$ cat src/design/priority_ready_queue_assert.svh
// ---------------------------------------------------------------------------
// priority ready queue assertion macros
// concurrent checks on clk_i, switched off as a group by NO_ASSERTIONS
// ---------------------------------------------------------------------------
`ifndef PRIORITY_READY_QUEUE_ASSERT_SVH
`define PRIORITY_READY_QUEUE_ASSERT_SVH

`ifndef NO_ASSERTIONS

// checked outside reset only
`define PRQ_ASSERT(label, prop) \
  label: assert property (@(posedge clk_i) disable iff (!rst_ni) prop) \
    else $error("priority_ready_queue check failed");

// checked during reset as well
`define PRQ_ASSERT_ALWAYS(label, prop) \
  label: assert property (@(posedge clk_i) prop) \
    else $error("priority_ready_queue check failed");

`else

`define PRQ_ASSERT(label, prop)
`define PRQ_ASSERT_ALWAYS(label, prop)

`endif

`endif

$ cat src/design/prq_ram.sv
// ---------------------------------------------------------------------------
// prq_ram
// generic simple dual-port ram, one write and one registered read per cycle
// ---------------------------------------------------------------------------
module prq_ram #(
  parameter int WIDTH = 16,
  parameter int DEPTH = 16
) (
  input  logic                     clk_i,
  input  logic                     we_i,
  input  logic [$clog2(DEPTH)-1:0] waddr_i,
  input  logic [WIDTH-1:0]         wdata_i,
  input  logic [$clog2(DEPTH)-1:0] raddr_i,
  output logic [WIDTH-1:0]         rdata_o
);

  logic [WIDTH-1:0] mem_q [DEPTH];

  always_ff @(posedge clk_i) begin
    if (we_i) begin
      mem_q[waddr_i] <= wdata_i;
    end
    rdata_o <= mem_q[raddr_i];
  end

endmodule

$ cat config.mk
export PLATFORM = sky130hd
export DESIGN_NAME = prq_ram
export DESIGN_NICKNAME = d
export VERILOG_FILES = /design/src/design/priority_ready_queue_assert.svh /design/src/design/prq_ram.sv
export SDC_FILE = /design/constraint.sdc
export NUM_CORES = 1
export LEC_CHECK = 0
export BUFFER_PORTS_ARGS = -buffer_cell sky130_fd_sc_hd__buf_2
export CAP_MARGIN = 10
export CORE_ASPECT_RATIO = 0.9
export CORE_MARGIN = 2
export CORE_UTILIZATION = 25
export CTS_BUF_LIST = sky130_fd_sc_hd__clkbuf_8
export CTS_CLUSTER_DIAMETER = 30
export CTS_CLUSTER_SIZE = 10
export DETAILED_ROUTE_END_ITERATION = 7
export PLACE_DENSITY = 0.44
export SKIP_CTS_REPAIR_TIMING = 1
export SYNTH_ARGS = -nofsm -noshare
export SYNTH_HDL_FRONTEND = slang
export SYNTH_SLANG_ARGS = --single-unit
$ cat constraint.sdc
create_clock -name clk_i -period 3.14 [get_ports clk_i]
set_clock_uncertainty 0.2 [all_clocks]
set_input_delay 0.628 -clock clk_i [delete_from_list [all_inputs] [get_ports clk_i]]
set_output_delay 0.628 -clock clk_i [all_outputs]
set_load 0.005 [all_outputs]
# --- After elaboration in Yosys (flattened, before gate mapping) ---
# Memory sizes are Yosys's and may differ from the RTL's. A register that Yosys moved wholly into a read port is not among the register bits.
# Index checks and enable logic that the tools add are counted.
word_totals:
  mem_bits_rw: 256
  reg_bits: 0
  rom_bits: 0
  mem_count: 1
  latch_bits: 0
op_classes:
  n_mul: 0
  n_eq_ne: 0
  bitwise_logic: 0
  n_mux: 2
  order_cmp: 0
  addsub: 0
  shift: 0
  n_reduce_logical: 0
  div_mod_pow: 0
memory_table:
  columns: ["name", "depth", "width", "read_ports", "rd_clocked_by_memory_dff", "write_ports", "line_no", "source"]
  rows:
  - ["mem_q", 16, 16, 1, 1, 1, "prq_ram.sv:17", "logic [WIDTH-1:0] mem_q [DEPTH];"]
op_table:
  columns: ["cell", "count"]
  rows:
  - ["two-way mux 1 bit", 2]

# --- Depth between registers and ports, before layout ---
# Gate-level depths: netlist of run 1.
logic_depth:
  word_depth: 2
  ltp_mapped: 5

# --- Worst setup path before layout of run 1 ---
# Ideal clock, no wire load.
synth_path:
  path_type: "input to register"
  start: "input port waddr_i[2]"
  end: "memory mem_q[0][0] (enable)"
  n_path_buf: 0
  t_arrival_ns: 2.274
  stages: 2
  setup_slack_ns: 0.257
  required_time_ns: 2.531
  setup_time_ns: 0.409
  path_cell_list: "or3b_2 nor3_1"
synth_rtl:
  columns: ["element", "line_no", "source"]
  rows:
  - ["start: declaration", "prq_ram.sv:11", "input logic [$clog2(DEPTH)-1:0] waddr_i,"]
  - ["end: declaration", "prq_ram.sv:17", null]
# No word-level cell before the write port.

# --- Final worst setup path of run 1 ---
layout_path:
  start: "register rdata_o[3], read port of mem_q"
  end: "output port rdata_o[3]"
layout_rtl:
  columns: ["element", "line_no", "source"]
  rows:
  - ["start: declaration", "prq_ram.sv:14", "output logic [WIDTH-1:0] rdata_o"]
# No word-level cell between the ends.

==> flow_summary.yaml, run 1 <==
run_status:
  status: "completed"
floorplanning:
  fp.dieH_um: 194
  rows: 69
  boundaryPins: 42
  core_region_area_sq_mm: 0.0395
  die_w_um: 215
  start_util_pct: 25.4
  die-area_sq_mm: 0.0418
clock_tree:
  numClockSinks: 272
  h-tree-depth: 2
  cts_root_buf: "clkbuf_8"
  cts_buffers: 55
  ctsLongestPathBuffers: 3
  cts.clk_slew.worst_paths_ns: 0.06
  clkLatencyLatePin_ns: 0.57
  tritoncts: "done"
worst_hold_path:
  whs_endpoint: "mem_q[8][5]"
  hold_start: "wdata_i[5]"
  hp-class: "in2reg"
  min_path_cells: 1
route:
  ant_nets: 0
  vias: 4813
  wl_mm: 24.4
  wl_met2_mm: 12.0
  drt_iter0_drc: 361
  wl_per_cell_um: 21.8
  met1_length_mm: 10.0
  vias_per_cell: 4.30
  post-route-drc-count: 0
  met3_length_mm: 1.92
  drt_first_pass_iters: 4
  dr.max_layer_used: "met5"
critical_path:
  path_max_fanout: 1
  cp-end-kind: "primary output"
  r2r-start: "mem_q[10][12]"
  path_buf_inv: 1
  r2r.worst_path.cells: 3
  critPathMaxStageDelay_ns: 0.36
  critical_path_class: "reg2out"
  cp_data_required_time_ns: 2.31
  crit_slowest_cell: "dfxtp_1"
  path_cells: "buf_2"
  regToRegSetupSlack_ns: 1.60
  critical-path-top-delay-family: "flip-flops"
  worst_setup_path_start_kind: "register"
  reg2reg_to: "rdata_o[12]"
  crit_arrival_ns: 1.07
power:
  leakage_nw: 4.06
  irDropWorstVdd_v: 0.000333
  powerDensity_mw_per_mm2: 673
global_routing:
  grt_pass1_wl_mm: 35.4
  grt_max_degree: 29
  grt-ovfl-total: 0
  grt_pass1_vias: 5365
  gr-usage-all-layers_pct: 11.7
  antenna_found_initial: 1
run:
  cap_violations: 0
sta:
  fmax_ghz: 0.528
  slew_viol_final: 0
  post-route-period-util_pct: 60.3
  worst_hold_slack_ns: 0.231
  hold_viol_final: 0
  grt_setup_unrepaired: "no"
  min_period_ns: 1.89
  worst_pin_slew_ns: 0.633
  setup_viol: 0
  setup_tns_ns: 0
  maxSlewHeadroom_pct: 57.7
final_layout:
  layout_common_cells: "256 x edfxtp_1, 60 x clkbuf_8, 54 x mux4_2"
  layout_commonest_cell: "edfxtp_1"
  area_growth_pct: 23.4
  layout.nets: 567
  antenna_cells: 0
  n_fill_cell: 3851
  layout-drive-gt1-share_pct: 40.5
logic_synthesis:
  yosys.area.top_type: "edfxtp_1"
  yosys_warnings: 0
  synth_cells: 432
  yosys-top-cells-area: "edfxtp_1 77%, mux4_2 12%, dfxtp_1 3.2%, mux4_1 2.6%, a22oi_1 2.4%"
  synth_area_sq_mm: 0.0100
  synthDominantCellAreaShare_pct: 76.5
  synth_fp_nets: 458
  synth_seq_area_share_pct: 79.7
  ys_ff_latch: 272
  ys_types: 19
  avgSynthCellArea_sq_um: 23.2
placed_design:
  io_buffers: 41
  place_congestion: 0.682
  hpwl_mm: 14.1
## final cells by class
cell class | count | area [sq um] | share of cell area, %
clock inverters | 44 | 400 | 3.23
multi-input cells | 139 | 1970 | 15.9
well taps | 532 | 666 | 5.37
repair buffers | 73 | 523 | 4.22
flip-flops and latches | 272 | 8010 | 64.6
clock buffers | 60 | 826 | 6.66
## worst reg2reg max path, delay by kind of cell (launching register included)
| kind | cells | cell delay [ns] |
|---|---|---|
| flops | 1 | 0.36 |
| mux | 1 | 0.46 |
| compound gates | 1 | 0.21 |
| simple gates | 1 | 0.15 |
## through the flow
step	cell area [sq um]	setup slack, ns	total power, mW	util [%]	cells
finish	12400	1.25	8.34	31.3	1120
global route	12400	1.19	8.64	31.3	1120
CTS	12400	1.19	8.46	31.3	1120
detailed placement	11200	0.675	4.55	28.2	1016
global placement	11200	0.681	4.53	28.2	1016
floorplan	10000	0.257	4.35	-	432
## metal layers
metal	global-route usage, %	vias to the layer above
met5	0	-
met4	3.58	2
met3	2.70	53
met2	19.9	155
met1	15.0	2525
li1	-	2078
## power breakdown
group          internal (mW)  switching (mW)  leakage (nW)
sequential              4.06          0.0265          2.45
combinational          0.159           0.214         0.979
clock                   2.30            1.58         0.637
total                   6.52            1.82          4.06
## worst max-delay path by stage
stage | slack, ns | from | cells after the start | endpoint
after floorplan | 0.26 | waddr_i[2] | 2 | mem_q[0][0]
after global placement | 0.68 | raddr_i[0] | 5 | rdata_o[11]
after detailed placement | 0.67 | raddr_i[0] | 5 | rdata_o[11]
after CTS | 1.19 | rdata_o[4] | 1 | rdata_o[4]
after global routing | 1.19 | raddr_i[0] | 5 | rdata_o[11]
final | 1.25 | rdata_o[3] | 1 | rdata_o[3]
## sequential cells by signal (all words and copies together) (netlist names)
| name | flops |
|---|---|
| rdata_o | 16 |
| mem_q | 256 |
## cell usage after synthesis
cell type,count
nor2b_1,2
clkbuf_1,8
nand2_1,17
nand3_1,1
buf_1,3
nor3_1,4
a22oi_1,32
buf_6,4
buf_2,3
and2_1,1
dfxtp_1,16
buf_4,3
edfxtp_1,256
nand2b_1,2
mux4_1,10
mux4_2,54
nor2_1,13
nand3b_1,2
or3b_2,1
## cell families (layout without fill, tap and decap cells)
kind of cell           after synthesis  after routing  share of synthesized area, %
AO/OA/AOI/OAI                       32             32                          2.39
buffers and inverters               21            177                          1.23
flip-flops                         272            272                          79.7
multiplexers                        64             64                          14.7
AND/OR/NAND/NOR                     43             43                          1.92
No activity file was read; power rests on OpenSTA's default activity.
==> inputs of run 2 (changes only) <==
--- a/config.mk
+++ b/config.mk
@@ -5,6 +5,7 @@
 export SDC_FILE = /design/constraint.sdc
 export NUM_CORES = 1
 export LEC_CHECK = 0
+export ABC_AREA = 1
 export BUFFER_PORTS_ARGS = -buffer_cell sky130_fd_sc_hd__buf_2
 export CAP_MARGIN = 10
 export CORE_ASPECT_RATIO = 0.9
==> constraint.sdc (replaced) <==
create_clock -name clk_i -period 1.8 [get_ports clk_i]
set_clock_uncertainty 0.2 [all_clocks]
set_input_delay 0.36 -clock clk_i [delete_from_list [all_inputs] [get_ports clk_i]]
set_output_delay 0.36 -clock clk_i [all_outputs]
set_load 0.005 [all_outputs]
==> run 2 against run 1 <==
Compared with the run above:
- synthesized area increased by 13%
- routed wire length up 34%
- worst hold slack got worse by 0.23 ns
- flip-flop and latch count unchanged
- first-iteration DRC count up 75%
- sequential share of layout area decreased by 8.8 points
- core utilization is 0.44 points higher
- combinational power grew to 2.7 times the previous value
- non-clock buffer count is 34 higher
==> flow_summary.yaml, run 2 <==
run_status:
  status: "completed"
floorplanning:
  core_region_area_sq_mm: 0.0452
  fp.dieH_um: 206
  start_util_pct: 25.2
  rows: 74
  boundaryPins: 42
  die-area_sq_mm: 0.0472
  die_w_um: 229
final_layout:
  area_growth_pct: 26.2
  layout_commonest_cell: "nand2_1"
  design_area_sq_mm: 0.0144
  antenna_cells: 0
  regMostFlops: "mem_q"
  largest_reg_flops: 256
  reg.largest.list: "mem_q x256, rdata_o x16"
  final_util_pct: 31.8
  layout-drive-gt1-share_pct: 18.5
  n_fill_cell: 4705
  layout.nets: 1224
  layout_common_cells: "341 x nand2_1, 256 x edfxtp_1, 203 x inv_1"
critical_path:
  cp-end-kind: "primary output"
  r2r.worst_path.cells: 6
  cp_data_required_time_ns: 1.24
  path_buf_inv: 1
  critPathMaxStageDelay_ns: 0.42
  crit_arrival_ns: 1.18
  r2r-start: "mem_q[3][15]"
  crit_slowest_cell: "dfxtp_1"
  critical-path-top-delay-family: "flip-flops"
  critical_path_class: "reg2out"
  path_max_fanout: 1
  path_cells: "buf_2"
  crit_path_start: "rdata_o[11]"
  critical_path_depth: 1
  worst_setup_path_start_kind: "register"
power:
  irDropWorstVdd_v: 0.000610
  leakage_nw: 6.13
  powerDensity_mw_per_mm2: 1130
clock_tree:
  clkLatencyLatePin_ns: 0.58
  tritoncts: "done"
  cts_root_buf: "clkbuf_8"
  numClockSinks: 272
  ctsLongestPathBuffers: 3
  cts.clk_slew.worst_paths_ns: 0.06
  h-tree-depth: 3
  cts_buffers: 66
route:
  post-route-drc-count: 0
  wl_per_cell_um: 17.6
  ant_nets: 0
  vias: 7767
  wl_mm: 32.7
  vias_per_cell: 4.18
  wl_met2_mm: 14.6
  met1_length_mm: 15.8
  drt_iter0_drc: 632
  dr.max_layer_used: "met4"
  met3_length_mm: 1.68
  drt_first_pass_iters: 5
logic_synthesis:
  yosys-top-cells-count: "341 x nand2_1, 256 x edfxtp_1, 196 x inv_1"
  yosys.area.top_type: "edfxtp_1"
  synth_area_sq_mm: 0.0114
  post-synth-top-count-cell: "nand2_1"
  synth_fp_nets: 1100
  yosys_warnings: 0
  synth_cells: 1074
  synth_seq_area_share_pct: 70.4
  ys_ff_latch: 272
  synthDominantCellAreaShare_pct: 67.5
  ys_types: 13
  synthArstFlopShare_pct: 0
  avgSynthCellArea_sq_um: 10.6
  synth_edf_count: 256
  yosys-top-cells-area: "edfxtp_1 68%, nand2_1 11%, nand3_1 8.5%, inv_1 6.5%, dfxtp_1 2.8%"
  yosys_most_used_dff: "edfxtp_1"
sta:
  min_period_ns: 1.74
  slew_viol_final: 0
  fmax_ghz: 0.576
  maxSlewHeadroom_pct: 68.1
  hold_viol_final: 0
  worst_pin_slew_ns: 0.478
  setup_viol: 0
  grt_setup_unrepaired: "no"
  post-route-period-util_pct: 96.5
placed_design:
  place_congestion: 0.756
  io_buffers: 41
  hpwl_mm: 19.9
  dpl-instance-area_sq_mm: 0.0128
global_routing:
  grt_pass1_wl_mm: 48.5
  grt-ovfl-total: 0
  grt_pass1_vias: 7662
  antenna_found_initial: 0
  grt_max_degree: 43
  gr-usage-all-layers_pct: 14.0
worst_hold_path:
  hp-class: "in2reg"
  min_path_cells: 1
  hold_start: "wdata_i[5]"
run:
  cap_violations: 0
-- run 2: logic make-up after synthesis --
| logic type | synth area share [%] |
|---|---|
| DFF | 70.4 |
| buffers and inverters | 9.21 |
| and+or+nand+nor | 20.4 |
-- run 2: where the power goes --
group	internal [mW]	switching, mW	total [mW]
registers	7.09	0.0573	7.15
clock network	4.99	3.03	8.02
logic	0.335	0.657	0.992
-- run 2: final timing paths --
| kind | endpoint | slack, ns |
|---|---|---|
| worst max register to register | rdata_o[15] | 0.53 |
| worst max-delay path | rdata_o[11] | 0.06 |
| worst min register to register | rdata_o[2] | 0.45 |
| worst min-delay path | mem_q[6][5] | 0.005 |
-- run 2: area by class of cell --
type | count | area [sq um] | share of cell area (%)
multi-input combinational | 553 | 2360 | 16.5
tap | 608 | 761 | 5.30
clock buffer | 74 | 1020 | 7.09
timing repair buffer | 107 | 1000 | 6.99
sequential | 272 | 8010 | 55.8
inverter | 198 | 746 | 5.19
clock inverter | 46 | 457 | 3.18
-- run 2: metrics by stage --
stage          power (mW)  instances  TNS (ns)  setup WS [ns]  hold slack, ns
3_3_place_gp         8.27       1733         0         0.0737           0.453
3_5_place_dp         8.27       1733         0         0.0589           0.448
4_1_cts              16.4       1853  -0.00435       -0.00385         -0.0292
2_1_floorplan        7.73       1074    -10.18        -0.0596           0.259
6_report             16.2       1858         0         0.0631         0.00540
5_1_grt              16.8       1858         0         0.0104         0.00250
-- run 2: routing by layer --
layer  vias up  global-route usage, %
li1       3738                      -
met1      3790                   19.7
met2       192                   21.6
met3        47                   2.66
met4         0                   4.48
met5         -                      0
==> inputs of run 3 (changes only) <==
==> constraint.sdc (replaced) <==
create_clock -name clk_i -period 1.95 [get_ports clk_i]
set_clock_uncertainty 0.2 [all_clocks]
set_input_delay 0.39 -clock clk_i [delete_from_list [all_inputs] [get_ports clk_i]]
set_output_delay 0.39 -clock clk_i [all_outputs]
set_load 0.005 [all_outputs]
==> run 3 against run 2 <==
Compared with the run above:
- count of clock-buffer cells in the layout stayed put
- global-route usage is 0.49 points lower
- total power is 9.2% lower
- worst hold slack better by 0.021 ns
- combinational power is 15% lower
- via count is 3.2% lower
- sequential share of layout area is 0.83 points higher
- core utilization is 0.47 points lower
- register-to-register slack better by 0.16 ns
- largest cell class unchanged
- die area stayed put
==> flow_summary.yaml, run 3 (synthesis gave the netlist of run 2 again) <==
critical_path:
  regToRegSetupSlack_ns: 0.69
  crit_path_start: "rdata_o[6]"
  r2r-start: "mem_q[5][13]"
  critical_path_depth: 1
  path_max_fanout: 1
  path_buf_inv: 1
  crit_slowest_cell: "dfxtp_1"
  r2r.worst_path.cells: 6
  critical_path_class: "reg2out"
  reg2reg_to: "rdata_o[13]"
  cp_data_required_time_ns: 1.36
  critPathMaxStageDelay_ns: 0.44
  crit_arrival_ns: 1.17
  cp-end-kind: "primary output"
  path_cells: "buf_2"
  worst_setup_path_start_kind: "register"
  critical-path-top-delay-family: "flip-flops"
sta:
  min_period_ns: 1.76
  post-route-period-util_pct: 90.0
  worst_pin_slew_ns: 0.405
  slew_viol_final: 0
  setup_viol: 0
  maxSlewHeadroom_pct: 73.0
  setup_tns_ns: 0
  grt_setup_unrepaired: "no"
  hold_viol_final: 0
  fmax_ghz: 0.570
final_layout:
  layout.nets: 1211
  largest_reg_flops: 256
  regMostFlops: "mem_q"
  area_growth_pct: 24.3
  layout_commonest_cell: "nand2_1"
  final_util_pct: 31.3
  layout-drive-gt1-share_pct: 17.4
  reg.largest.list: "mem_q x256, rdata_o x16"
  layout_common_cells: "341 x nand2_1, 256 x edfxtp_1, 204 x inv_1"
floorplanning:
  fp.dieH_um: 206
  die-area_sq_mm: 0.0472
  start_util_pct: 25.2
  rows: 74
  core_region_area_sq_mm: 0.0452
  die_w_um: 229
  boundaryPins: 42
run:
  cap_violations: 0
route:
  met3_length_mm: 1.39
  wl_met2_mm: 13.9
  wl_per_cell_um: 17.0
  drt_iter0_drc: 624
  post-route-drc-count: 0
  met1_length_mm: 15.5
  ant_nets: 0
  wl_mm: 31.3
  vias_per_cell: 4.07
  drt_first_pass_iters: 5
  dr.max_layer_used: "met4"
  vias: 7519
global_routing:
  grt-ovfl-total: 0
  grt_max_degree: 41
  grt_pass1_vias: 7377
  antenna_found_initial: 2
  gr-usage-all-layers_pct: 13.5
  grt_pass1_wl_mm: 47.3
clock_tree:
  clkLatencyLatePin_ns: 0.56
  numClockSinks: 272
  cts_buffers: 67
  ctsLongestPathBuffers: 3
  cts.clk_slew.worst_paths_ns: 0.05
  cts_root_buf: "clkbuf_8"
  tritoncts: "done"
  h-tree-depth: 3
worst_hold_path:
  whs_endpoint: "mem_q[13][1]"
  hp-class: "in2reg"
  hold_start: "wdata_i[1]"
  min_path_cells: 1
power:
  powerDensity_mw_per_mm2: 1040
  leakage_nw: 6.02
  irDropWorstVdd_v: 0.000427
placed_design:
  hpwl_mm: 19.2
  place_congestion: 0.755
  io_buffers: 41
run_status:
  status: "completed"
## run 3: stage by stage
stage | cell area (sq um) | power [mW] | cells | setup WS [ns] | hold WS, ns
6_report | 14100 | 14.7 | 1846 | 0.195 | 0.0259
5_1_grt | 14100 | 15.3 | 1845 | 0.147 | 0.0114
4_1_cts | 14100 | 14.9 | 1843 | 0.160 | -0.0176
3_5_place_dp | 12700 | 7.57 | 1723 | 0.137 | 0.446
3_3_place_gp | 12700 | 7.57 | 1723 | 0.128 | 0.454
2_1_floorplan | 11400 | 7.13 | 1074 | 0.0604 | 0.289
## run 3: worst max-delay path by stage
stage	slack, ns	to
final	0.19	rdata_o[6]
after CTS	0.16	rdata_o[6]
after global placement	0.13	mem_q[6][4]
after detailed placement	0.14	rdata_o[9]
after floorplan	0.06	mem_q[10][0]
after global routing	0.15	rdata_o[6]
## run 3: final cells by class
class,count,area (sq um)
fill,4716,31000
sequential,272,8010
multi-input combinational,553,2360
clock buffer,74,1020
timing repair buffer,93,826
tap,608,761
inverter,198,746
clock inverter,46,418
antenna,2,5.00
## run 3: layer usage
layer  vias to the layer above  track usage [%]
li1                       3712                -
met1                      3603             19.1
met2                       163             20.4
met3                        41             2.83
met4                         0             4.71
met5                         -                0
## run 3: report_power, final
| group | internal (mW) | switching [mW] |
|---|---|---|
| clock network | 4.46 | 2.77 |
| logic | 0.269 | 0.577 |
| registers | 6.54 | 0.0504 |
| total | 11.3 | 3.39 |
