[src/design/priority_ready_queue_assert.svh]
// ---------------------------------------------------------------------------
// priority ready queue assertion macros
// concurrent checks on clk_i, switched off as a group by NO_ASSERTIONS
// ---------------------------------------------------------------------------
`ifndef PRIORITY_READY_QUEUE_ASSERT_SVH
`define PRIORITY_READY_QUEUE_ASSERT_SVH

`ifndef NO_ASSERTIONS

// checked outside reset only
`define PRQ_ASSERT(label, prop) \
  label: assert property (@(posedge clk_i) disable iff (!rst_ni) prop) \
    else $error("priority_ready_queue check failed");

// checked during reset as well
`define PRQ_ASSERT_ALWAYS(label, prop) \
  label: assert property (@(posedge clk_i) prop) \
    else $error("priority_ready_queue check failed");

`else

`define PRQ_ASSERT(label, prop)
`define PRQ_ASSERT_ALWAYS(label, prop)

`endif

`endif

[src/design/prq_pkg.sv]
// ---------------------------------------------------------------------------
// prq_pkg
// shared types and codes of the priority ready queue
// ---------------------------------------------------------------------------
package prq_pkg;

  localparam int ID_W     = 8;
  localparam int PRIO_W   = 8;
  localparam int STATUS_W = 2;
  localparam int OCC_W    = 5;

  // request commands
  localparam logic CMD_INSERT = 1'b0;
  localparam logic CMD_POP    = 1'b1;

  // result status codes
  localparam logic [STATUS_W-1:0] STAT_OK    = 2'd0;
  localparam logic [STATUS_W-1:0] STAT_EMPTY = 2'd1;
  localparam logic [STATUS_W-1:0] STAT_FULL  = 2'd2;

  typedef struct packed {
    logic [ID_W-1:0]   id;
    logic [PRIO_W-1:0] prio;
  } entry_t;

  typedef struct packed {
    logic              cmd;
    logic [ID_W-1:0]   thread_id;
    logic [PRIO_W-1:0] prio;
  } req_t;

  typedef struct packed {
    logic [ID_W-1:0]     popped_id;
    logic [PRIO_W-1:0]   popped_prio;
    logic [STATUS_W-1:0] status;
    logic [OCC_W-1:0]    occupancy;
  } res_t;

endpackage

[src/design/prq_ctrl.sv]
// ---------------------------------------------------------------------------
// prq_ctrl
// sequencer of the queue: circular head pointer, entry count and an insertion
// walk that moves one lower-priority entry back per step through the ram
// ---------------------------------------------------------------------------
module prq_ctrl import prq_pkg::*; #(
  parameter int QUEUE_DEPTH = 16
) (
  input  logic                           clk_i,
  input  logic                           rst_ni,
  input  logic                           req_valid_i,
  output logic                           req_ready_o,
  input  req_t                           req_i,
  output logic                           res_valid_o,
  input  logic                           res_ready_i,
  output res_t                           res_o,
  output logic                           ram_we_o,
  output logic [$clog2(QUEUE_DEPTH)-1:0] ram_addr_o,
  output entry_t                         ram_wdata_o,
  input  entry_t                         ram_rdata_i
);

  localparam int AW = $clog2(QUEUE_DEPTH);
  localparam int CW = $clog2(QUEUE_DEPTH + 1);
  localparam logic [AW:0]   DEPTH_A = (AW+1)'(QUEUE_DEPTH);
  localparam logic [CW-1:0] DEPTH_C = CW'(QUEUE_DEPTH);

  localparam logic [2:0] ST_IDLE    = 3'd0;
  localparam logic [2:0] ST_POP     = 3'd1;
  localparam logic [2:0] ST_INS_RD  = 3'd2;
  localparam logic [2:0] ST_INS_CMP = 3'd3;
  localparam logic [2:0] ST_INS_PUT = 3'd4;
  localparam logic [2:0] ST_RESP    = 3'd5;

  logic [2:0]          state_q, state_d;
  logic [AW-1:0]       head_q, head_d;
  logic [CW-1:0]       cnt_q, cnt_d;
  logic [AW-1:0]       k_q, k_d;
  req_t                req_q, req_d;
  logic [ID_W-1:0]     rid_q, rid_d;
  logic [PRIO_W-1:0]   rprio_q, rprio_d;
  logic [STATUS_W-1:0] rstat_q, rstat_d;

  logic [AW-1:0]       off;
  logic [AW:0]         sum;
  logic [AW-1:0]       addr;
  logic [CW+OCC_W-1:0] occ_ext;

  // shared address unit: slot offset from the head, wrapped at the depth
  always_comb begin
    case (state_q)
      ST_INS_RD:              off = k_q - AW'(1);
      ST_INS_CMP, ST_INS_PUT: off = k_q;
      ST_POP:                 off = AW'(1);
      default:                off = '0;
    endcase
  end

  assign sum  = {1'b0, head_q} + {1'b0, off};
  assign addr = (sum >= DEPTH_A) ? AW'(sum - DEPTH_A) : sum[AW-1:0];

  always_comb begin
    state_d     = state_q;
    head_d      = head_q;
    cnt_d       = cnt_q;
    k_d         = k_q;
    req_d       = req_q;
    rid_d       = rid_q;
    rprio_d     = rprio_q;
    rstat_d     = rstat_q;
    ram_we_o    = 1'b0;
    ram_wdata_o = '{id: req_q.thread_id, prio: req_q.prio};

    case (state_q)
      ST_IDLE: begin
        if (req_valid_i) begin
          req_d   = req_i;
          rid_d   = '0;
          rprio_d = '0;
          rstat_d = STAT_OK;
          if (req_i.cmd == CMD_POP) begin
            if (cnt_q == '0) begin
              rstat_d = STAT_EMPTY;
              state_d = ST_RESP;
            end else begin
              state_d = ST_POP;
            end
          end else if (cnt_q == DEPTH_C) begin
            rstat_d = STAT_FULL;
            state_d = ST_RESP;
          end else if (cnt_q == '0) begin
            k_d     = '0;
            state_d = ST_INS_PUT;
          end else begin
            k_d     = cnt_q[AW-1:0];
            state_d = ST_INS_RD;
          end
        end
      end
      ST_POP: begin
        rid_d   = ram_rdata_i.id;
        rprio_d = ram_rdata_i.prio;
        head_d  = addr;
        cnt_d   = cnt_q - CW'(1);
        state_d = ST_RESP;
      end
      ST_INS_RD: begin
        state_d = ST_INS_CMP;
      end
      ST_INS_CMP: begin
        ram_we_o = 1'b1;
        if (ram_rdata_i.prio < req_q.prio) begin
          // lower priority entry moves one slot back
          ram_wdata_o = ram_rdata_i;
          k_d         = k_q - AW'(1);
          state_d     = (k_q == AW'(1)) ? ST_INS_PUT : ST_INS_RD;
        end else begin
          cnt_d   = cnt_q + CW'(1);
          state_d = ST_RESP;
        end
      end
      ST_INS_PUT: begin
        ram_we_o = 1'b1;
        cnt_d    = cnt_q + CW'(1);
        state_d  = ST_RESP;
      end
      ST_RESP: begin
        if (res_ready_i) begin
          state_d = ST_IDLE;
        end
      end
      default: begin
        state_d = ST_IDLE;
      end
    endcase
  end

  always_ff @(posedge clk_i or negedge rst_ni) begin
    if (!rst_ni) begin
      state_q <= ST_IDLE;
      head_q  <= '0;
      cnt_q   <= '0;
    end else begin
      state_q <= state_d;
      head_q  <= head_d;
      cnt_q   <= cnt_d;
    end
  end

  always_ff @(posedge clk_i) begin
    k_q     <= k_d;
    req_q   <= req_d;
    rid_q   <= rid_d;
    rprio_q <= rprio_d;
    rstat_q <= rstat_d;
  end

  assign occ_ext     = {{OCC_W{1'b0}}, cnt_q};
  assign req_ready_o = (state_q == ST_IDLE);
  assign res_valid_o = (state_q == ST_RESP);
  assign ram_addr_o  = addr;
  assign res_o       = '{popped_id:   rid_q,
                         popped_prio: rprio_q,
                         status:      rstat_q,
                         occupancy:   occ_ext[OCC_W-1:0]};

endmodule

[config.mk]
export PLATFORM = sky130hd
export DESIGN_NAME = prq_ctrl
export DESIGN_NICKNAME = d
export VERILOG_FILES = /design/src/design/priority_ready_queue_assert.svh /design/src/design/prq_pkg.sv /design/src/design/prq_ctrl.sv
export SDC_FILE = /design/constraint.sdc
export NUM_CORES = 1
export LEC_CHECK = 0
export BUFFER_PORTS_ARGS = -buffer_cell sky130_fd_sc_hd__buf_2
export CAP_MARGIN = 20
export CORE_MARGIN = 1.5
export CORE_UTILIZATION = 52
export DETAILED_ROUTE_END_ITERATION = 6
export GPL_ROUTABILITY_DRIVEN = 0
export PLACE_DENSITY = 0.91
export SLEW_MARGIN = 20
export SYNTH_ARGS = -nofsm -noshare
export SYNTH_HDL_FRONTEND = slang
export SYNTH_SLANG_ARGS = --single-unit
[constraint.sdc]
create_clock -name clk_i -period 3.5 [get_ports clk_i]
set_input_delay 0.175 -clock clk_i [delete_from_list [all_inputs] [get_ports clk_i]]
set_output_delay 0.175 -clock clk_i [all_outputs]
set_load 0.005 [all_outputs]
## After elaboration in Yosys (flattened, before gate mapping)

Index checks and enable logic that the tools add are counted.

| operators by class | value |
|---|---|
| add/sub/neg operators | 5 |
| $lt $le $gt $ge | 2 |
| equal/unequal tests | 13 |
| multiplexer cells | 28 |
| reduce and logical (&&, ||, !) cells | 12 |

Operators with widths:

| operator | count |
|---|---|
| $mux 16 | 2 |
| $pmux 8 s2 | 2 |
| $mux 3 | 8 |
| $mux 4 | 6 |
| $pmux 3 s5 | 1 |
| $pmux 5 s3 | 1 |
| $pmux 4 s3 | 1 |
| $ne 2x2->1 const B | 5 |
| $lt 8x8->1 | 1 |
| $mux 8 | 1 |
| $pmux 4 s2 | 1 |
| $reduce_and 2->1 | 4 |
| $sub 4x1->4 const B | 2 |
| $eq 3x2->1 const B | 2 |
| $eq 3x3->1 const B | 2 |
| $add 4x4->5 | 1 |
| $add 5x1->5 const B | 1 |
| $eq 5x5->1 const B | 1 |
| $ge 5x5->1 const B | 1 |
| $logic_not 5->1 | 1 |
| $mux 5 | 1 |
| $reduce_and 5->1 | 1 |
| $sub 5x1->5 const B | 1 |
| $eq 4x1->1 const B | 1 |
| other kinds (8) | 12 |

| storage, ports and cells | value |
|---|---|
| flip-flop bits (word level) | 50 |
| input bits | 37 |
| output and inout bits | 46 |
| logic and storage cells | 69 |

## Longest topological paths before layout

Gate-level depths: netlist of run 1.

| logic depth | value |
|---|---|
| depth in word-level cells | 6 |
| depth in mapped cells | 13 |

## Worst setup path before layout of run 1

Ideal clock, no wire load.

| timing | value |
|---|---|
| path kind | register -> register |
| start | register state_q[0] |
| end | register cnt_q[4] |
| setup time | 80 ps |
| arrival | 2,464 ps |
| path slack | 956 ps |
| stages on the path, launching flop included | 14 |
| path buffers | 3 |
| cells stage by stage | dfrtp_1 > buf_4 > nor2b_1 > buf_2 > nand2_1 > buf_2 > nand2_1 > inv_1 > fa_1 > a21o_1 > a21oi_1 > nor2_1 > a221oi_2 > xnor2_1 |

| on the way | value |
|---|---|
| longest elaborated chain between the ends | 3 |

RTL lines:

| item | line | text |
|---|---|---|
| start: declaration | prq_ctrl.sv:35 | `logic [2:0] state_q, state_d;` |
| start signal: assignment | prq_ctrl.sv:144 | `state_q <= state_d;` |
| $eq 3x2->1 (tied with other cells) | prq_ctrl.sv:74 | `case (state_q)` |
| $ne 2x2->1 (no line) / $reduce_bool 3->1 (equally long branches) | - |  |
| $reduce_and 2->1 (no line) | - |  |
| end signal: assignment | prq_ctrl.sv:146 | `cnt_q <= cnt_d;` |
| end: declaration | prq_ctrl.sv:37 | `logic [CW-1:0] cnt_q, cnt_d;` |

Parallel ways exist; a longest one is shown, timed or not.
A chain may end at the register's enable or synchronous reset.

## Worst setup path in the final report of run 1

| timing | value |
|---|---|
| start | register state_q[1] |
| end | output ram_addr_o[2] |

| on the way | value |
|---|---|
| longest elaborated chain between the ends | 6 |

RTL lines:

| item | line | text |
|---|---|---|
| $eq 3x2->1 / $eq 3x3->1 (equally long branches) | prq_ctrl.sv:51 | `case (state_q)` |
| $reduce_or 2->1 (no line) | - |  |
| $pmux 4 s3 (*) | prq_ctrl.sv:51 |  |
| $add 4x4->5 (*) | prq_ctrl.sv:59 | `assign sum = {1'b0, head_q} + {1'b0, off};` |
| $sub 4x1->4 / $ge 5x5->1 (equally long branches) | prq_ctrl.sv:60 | `assign addr = (sum >= DEPTH_A) ? AW'(sum - DEPTH_A) : sum[AW-1:0];` |
| $mux 4 (*) | prq_ctrl.sv:60 |  |
| end: declaration | prq_ctrl.sv:18 | `output logic [$clog2(QUEUE_DEPTH)-1:0] ram_addr_o,` |

Every way passes the cells marked *; elsewhere a longest branch is shown, timed or not.

==> impl_metrics.yaml, run 1 <==
status:
  status: "finished clean"
clocking:
  cts_setup_buffers: 0
  clkLatencyLatePin_ps: 300
  clockRootBuffer: "clkbuf_8"
  clockBufferDepth: 2
  clkSinkCount: 50
  cts_inserted_buffers: 5
  ctsResizeCount: 0
  cts_tree: "yes"
  path_clk_slew_ps: 90
  h-tree-depth: 2
yosys:
  synth_enable_flop_cells: 38
  synth_compound_area_share_pct: 9.95
  synthMuxAreaShare_pct: 9.36
  synth_cell_types: 44
  synth.net_count: 285
  ys_ff_latch: 50
  syn_inst: 231
  async_reset_ff_share_pct: 24.0
  synth-main-ff-cell: "edfxtp_1"
  synthAdderAreaFrac_pct: 8.23
  yosys.area_share.simple_pct: 12.7
  syn-cell-area_um2: 2770
  syn_area_per_cell_um2: 12.0
  yosysSeqAreaShare_pct: 52.1
  synth_top_family_by_area: "simple AND/OR/NAND/NOR gates"
  yosys_warnings: 0
  synth_xor_area_share_pct: 3.16
global_routing:
  grt_max_degree: 23
  grt_pass1_wl_um: 9680
  overflow: 0
  antenna_found_initial: 0
  grt_pass1_vias: 2102
  grt.total_usage_pct: 21.0
route:
  vias_per_cell: 5.43
  drc: 0
  routed_wl_um: 5880
  first_pass_iters: 4
  vias: 2091
  final_antenna_net_count: 0
  post_drt_wl_per_cell_um: 15.3
  drt_iter0_markers: 145
sta:
  relSlewSlack_pct: 51.0
  hold_violations: 0
  max_freq_ghz: 0.339
  min_period_ps: 2950
  fin_ws_ps: 546
  slew_violations: 0
  finClkSkew_ps: 8.06
  rsz0062_at_grt: "false"
  worst_pin_slew_ps: 735
  setup_violations: 0
  post-route-period-util_pct: 84.4
  fin_setup_tns_ps: 0
floorplanning:
  initial_core_util_pct: 54.2
  ioPinCount: 83
  fp.dieArea_um2: 5770
  die_h_um: 76.0
  dieWidth_um: 76.0
  rows: 26
  core-area_um2: 5110
placement:
  io_buffers: 82
  hpwl_um: 4440
  place_ws_ps: 738
cells_and_area:
  nets: 368
  drive_gt1_share_pct: 34.9
  syn_to_final_growth_pct: 20.9
  antennaDiodeCount: 0
critical_path:
  worst-path-buf-inv: 3
  slowest_delay_ps: 500
  cp.arrival_ps: 2780
  slowest_stage: "dfrtp_1"
  cp-end-kind: "primary output"
  cp_data_required_time_ps: 3320
  crit_family: "buffers and inverters"
  crit_fanout: 22
  crit_chain: "inv_1, nor2_1, xnor2_1, o22ai_1, ha_1, inv_1, fa_1, xnor2_1, buf_2"
  start_kind: "register"
  worst-setup-path-type: "register to primary output"
job:
  cap_violations: 0
hold_path:
  hold_path_class: "input port to register"
power_and_ir_drop:
  power.leakage_nw: 1.57
  ir_drop_mv: 0.601
  powerDensity_nw_per_um2: 761
## logic make-up (layout without fill, tap and decap cells)
group           after synthesis  in the layout
simple gates                 65             65
buf+inv                      27            111
mux                          20             20
flops                        50             50
xor+xnor                     10             10
compound gates               42             42
fa+ha+maj                    17             17
## final cells by class
class | instances | area (µm²)
inverter | 17 | 63.8
sequential | 50 | 1440
multi-input combinational | 154 | 1200
clock buffer | 6 | 72.6
timing repair buffer | 86 | 443
fill | 411 | 1760
clock inverter | 2 | 37.5
tap | 70 | 87.6
## worst reg2reg max path: cells and delay by family, from the launching register on
| family | cells | cell delay (ps) |
|---|---|---|
| AOI/OAI and AO/OA | 3 | 730 |
| xor gates and xnor gates | 1 | 150 |
| adders and majority gates | 1 | 420 |
| buffers and inverters | 2 | 290 |
| DFF | 1 | 660 |
| and+or+nand+nor | 4 | 500 |
## per-layer routing
layer  vias up  wire [µm]  GRT usage [%]
met3        13        362           4.46
met1      1007       2380           25.0
li1        997          -              -
met2        74       3020           37.3
met5         -          0              0
met4         0        123           7.96
## registers in the layout, indices dropped and copies added, names as in the netlist
| register | count |
|---|---|
| rstat_q | 2 |
| head_q | 4 |
| cnt_q | 5 |
| state_q | 3 |
| rprio_q | 8 |
| k_q | 4 |
| req_q | 16 |
| rid_q | 8 |
## through the flow
stage | hold WS, ps | cell area [µm²] | total power [mW] | instances | utilization [%]
2_1_floorplan | -121 | 2770 | 1.77 | 231 | -
3_3_place_gp | 76.6 | 3230 | 2.11 | 376 | 63.2
3_5_place_dp | 80.8 | 3230 | 2.17 | 376 | 63.2
4_1_cts | 40.0 | 3350 | 2.56 | 385 | 65.5
5_1_grt | 31.9 | 3350 | 2.74 | 385 | 65.5
6_report | 44.1 | 3350 | 2.55 | 385 | 65.5
## path summary, 6_finish.rpt
path | startpoint | to | slack, ps | cells past startpoint
setup / recovery | state_q[1]$_DFFE_PN0P_ | ram_addr_o[2] | 550 | 9
hold / removal | req_i[1] | req_q[1]$_DFFE_PP_ | 40 | 1
setup reg to reg | state_q[0]$_DFFE_PN0P_ | cnt_q[4]$_DFFE_PN0P_ | 670 | 11
hold reg to reg | head_q[0]$_DFFE_PN0N_ | head_q[0]$_DFFE_PN0N_ | 510 | 2
max in group asynchronous | rst_ni | state_q[1]$_DFFE_PN0P_ | 2980 | 2
min in group asynchronous | rst_ni | cnt_q[4]$_DFFE_PN0P_ | 290 | 2
## cell usage in the layout (no fill, tap or decap), types with 2 or more instances in the layout
master and count:
a21o_1 6, a21oi_1 11, and2_1 2, and3_1 17
buf_2 82, buf_4 3, clkbuf_8 5, dfrtp_1 12
edfxtp_1 38, fa_1 2, ha_1 15, inv_1 17
mux2_1 6, mux2_2 5, mux2_4 9, nand2_1 18
nand2b_1 4, nor2_1 9, nor2b_1 4, nor3_1 3
nor4_1 3, o21ai_0 10, o21ai_1 2, xnor2_1 6
xor2_1 4
## where the power goes
part	internal, mW	switching, mW	leakage, nW
sequential	0.869	0.157	0.502
combinational	0.538	0.587	1.02
clock	0.213	0.182	0.0514
## cell usage after synthesis (2+ instances only)
| cell type | instances | share of area, % |
|---|---|---|
| a21o_1 | 6 | 1.6 |
| a21oi_1 | 11 | 2.0 |
| and2_1 | 2 | 0.45 |
| and3_1 | 17 | 3.8 |
| buf_2 | 3 | 0.54 |
| clkbuf_1 | 5 | 0.68 |
| dfrtp_1 | 12 | 11 |
| edfxtp_1 | 38 | 41 |
| fa_1 | 2 | 1.4 |
| ha_1 | 15 | 6.8 |
| inv_1 | 17 | 2.3 |
| mux2_1 | 6 | 2.4 |
| mux2_2 | 5 | 2.0 |
| mux2_4 | 9 | 4.9 |
| nand2_1 | 18 | 2.4 |
| nand2b_1 | 4 | 0.90 |
| nor2_1 | 9 | 1.2 |
| nor2b_1 | 4 | 0.90 |
| nor3_1 | 3 | 0.54 |
| nor4_1 | 3 | 0.68 |
| o21ai_0 | 10 | 1.8 |
| o21ai_1 | 2 | 0.36 |
| xnor2_1 | 6 | 1.9 |
| xor2_1 | 4 | 1.3 |
## timing repair
action | CTS | global route
endpoints found under the setup margin | 0 | 0
endpoints found under the hold margin | 12 | 0
hold buffers | 1 | 0
Power figures use the tool's default switching activity.
==> inputs of run 2 (changes only) <==
clock period = 2.9 ns   (was 3.5 ns; I/O delays follow)
==> run 2 against run 1 <==
First-iteration DRC count up 29%. Largest cell class unchanged. Hold slack got worse by 37 ps. Core utilization is 1.1 points higher. Critical path depth is 4 higher. Clock power rose by 23%. Highest routed layer unchanged. Register-to-register slack got worse by 270 ps. Global-route usage is 0.45 points higher. Non-clock buffer count is 5 higher.
==> impl_metrics.yaml, run 2 (synthesis results as in run 1) <==
critical_path:
  worst-setup-path-type: "register to primary output"
  r2r_setup_slack_ps: 400
  start_kind: "register"
  crit_chain: "inv_1, ha_1, inv_1, a22oi_2, nor2_1, a21oi_2, inv_1, ha_1, a21o_1, a21oi_2, xor2_1, xnor2_1, buf_2"
  cp.arrival_ps: 2640
  r2r_cells: 10
  reg2reg_to: "cnt_q[4]$_DFFE_PN0P_"
  r2r_start: "state_q[2]$_DFFE_PN0P_"
  critPathMostFrequentCell: "inv_1"
  cp-end-kind: "primary output"
  slowest_delay_ps: 400
  slowest_stage: "edfxtp_1"
  crit_fanout: 4
  cp_data_required_time_ps: 2760
cells_and_area:
  largest_register_ffs: 16
  drive_gt1_share_pct: 37.8
  fin_util_pct: 66.6
  multi_input_area_um2: 1220
  post-route-cell-area_um2: 3400
  reg_top3: "req_q x16, rid_q x8, rprio_q x8"
  most-common-layout-cells: "buf_2, edfxtp_1, nand2_1"
  n_fill_cell: 399
  regMostFlops: "req_q"
  nets: 373
  antennaDiodeCount: 0
  regArea_um2: 1440
  syn_to_final_growth_pct: 22.9
  final_common_cell: "buf_2"
  final_cell_count_no_fill: 390
floorplanning:
  die_h_um: 76.0
  rows: 26
  core-area_um2: 5110
  ioPinCount: 83
  fp.dieArea_um2: 5770
  dieWidth_um: 76.0
  initial_core_util_pct: 54.2
hold_path:
  hold_path_class: "input port to register"
  min_delay_path_depth: 1
  holdCritStartpoint: "req_i[5]"
  worstHoldEndpoint: "req_q[5]$_DFFE_PP_"
placement:
  io_buffers: 82
  hpwl_um: 4410
  dpl_cell_area_um2: 3240
  dp.cells: 378
sta:
  post-route-period-util_pct: 96.0
  worst_pin_slew_ps: 747
  finClkSkew_ps: 6.68
  max_freq_ghz: 0.359
  relSlewSlack_pct: 50.2
  min_period_ps: 2780
  setup_violations: 0
  fin_setup_tns_ps: 0
  slew_violations: 0
  hold_violations: 0
route:
  first_pass_iters: 4
  routed_wl_um: 6050
  vias_per_cell: 5.46
  final_antenna_net_count: 0
  post_drt_wl_per_cell_um: 15.5
  drt_iter0_markers: 187
  vias: 2130
  drc: 0
clocking:
  path_clk_slew_ps: 90
  clkLatencyLatePin_ps: 300
  cts_inserted_buffers: 5
  clkSinkCount: 50
  cts_tree: "yes"
  h-tree-depth: 2
  clockRootBuffer: "clkbuf_8"
  clockBufferDepth: 2
power_and_ir_drop:
  seqPwrFrac_pct: 38.5
  power_mw: 3.16
  p_clk_share_pct: 15.4
  power_switching_mw: 1.16
  power.leakage_nw: 1.59
  power_frac_comb_pct: 46.1
  swShare_pct: 36.9
  ir_drop_mv: 0.688
  p_int_mw: 1.99
  powerDensity_nw_per_um2: 928
global_routing:
  antenna_found_initial: 0
  grt.total_usage_pct: 21.5
  grt_pass1_vias: 2154
  grt_pass1_wl_um: 9710
  overflow: 0
  grt_max_degree: 20
status:
  status: "finished clean"
job:
  cap_violations: 0
run 2: cell count changes in the layout (fill, tap and decap cells not counted):
cell and change:
a22oi_1 -1, a22oi_2 +1, nor2b_1 -1, dfrtp_1 -2, a21oi_2 +2, nor2b_2 +1, a21oi_1 -2, dfrtp_2 +2
buf_4 +5
run 2: worst max-delay path: cells and delay by family (launching register included):
family / cells / cell delay, ps
AOI/OAI and AO/OA: 4 / 600
xor gates and xnor gates: 2 / 360
adders and majority gates: 2 / 560
buffers and inverters: 4 / 330
DFF: 1 / 400
and+or+nand+nor: 1 / 80
run 2: layer usage:
| layer | vias up | global-route usage, % | share of wire [%] |
|---|---|---|---|
| met5 | - | 0 | 0 |
| met4 | 0 | 9.81 | 2.3 |
| met3 | 15 | 4.46 | 7.4 |
| met2 | 109 | 38.6 | 51 |
| met1 | 990 | 24.4 | 39 |
| li1 | 1016 | - | - |
run 2: through the flow:
stage          hold WS (ps)  setup WS (ps)
2_1_floorplan          -151            356
3_3_place_gp           51.4            473
3_5_place_dp           55.7            308
4_1_cts                5.41           22.9
5_1_grt                2.95          -57.9
6_report               6.96            116
run 2: worst max path at each step:
stage	cells after the start	start	endpoint	slack (ps)
floorplan	13	state_q[0]$_DFFE_PN0P_	cnt_q[4]$_DFFE_PN0P_	360
global placement	13	k_q[0]$_DFFE_PP_	ram_addr_o[3]	470
detailed placement	13	k_q[0]$_DFFE_PP_	ram_addr_o[3]	310
CTS	13	k_q[0]$_DFFE_PP_	ram_addr_o[3]	20
global route	13	k_q[0]$_DFFE_PP_	ram_addr_o[3]	-60
finish	13	k_q[0]$_DFFE_PP_	ram_addr_o[3]	120
run 2: cell type report:
type | count | area share [%]
clock buffers | 6 | 2.13
clock inverters | 2 | 1.10
inverters | 17 | 1.88
multi-input cells | 154 | 35.7
flip-flops and latches | 50 | 42.4
well taps | 70 | 2.57
repair buffers | 91 | 14.1
run 2: timing repair:
action                                  CTS  global route
endpoints found under the setup margin    1             1
resized for setup                         1             5
pin swaps                                 0             1
hold buffers                              1             0
buffers inserted                          0             3
hold endpoints to repair                 12             0
run 2: power groups by stage:
stage / logic [mW] / registers, mW / clock network, mW
final: 1.45 / 1.22 / 0.487
after global routing: 1.61 / 1.25 / 0.526
after CTS: 1.43 / 1.21 / 0.492
after detailed placement: 1.41 / 1.23 / 0
after global placement: 1.35 / 1.21 / 0
after floorplan: 0.949 / 1.19 / 0
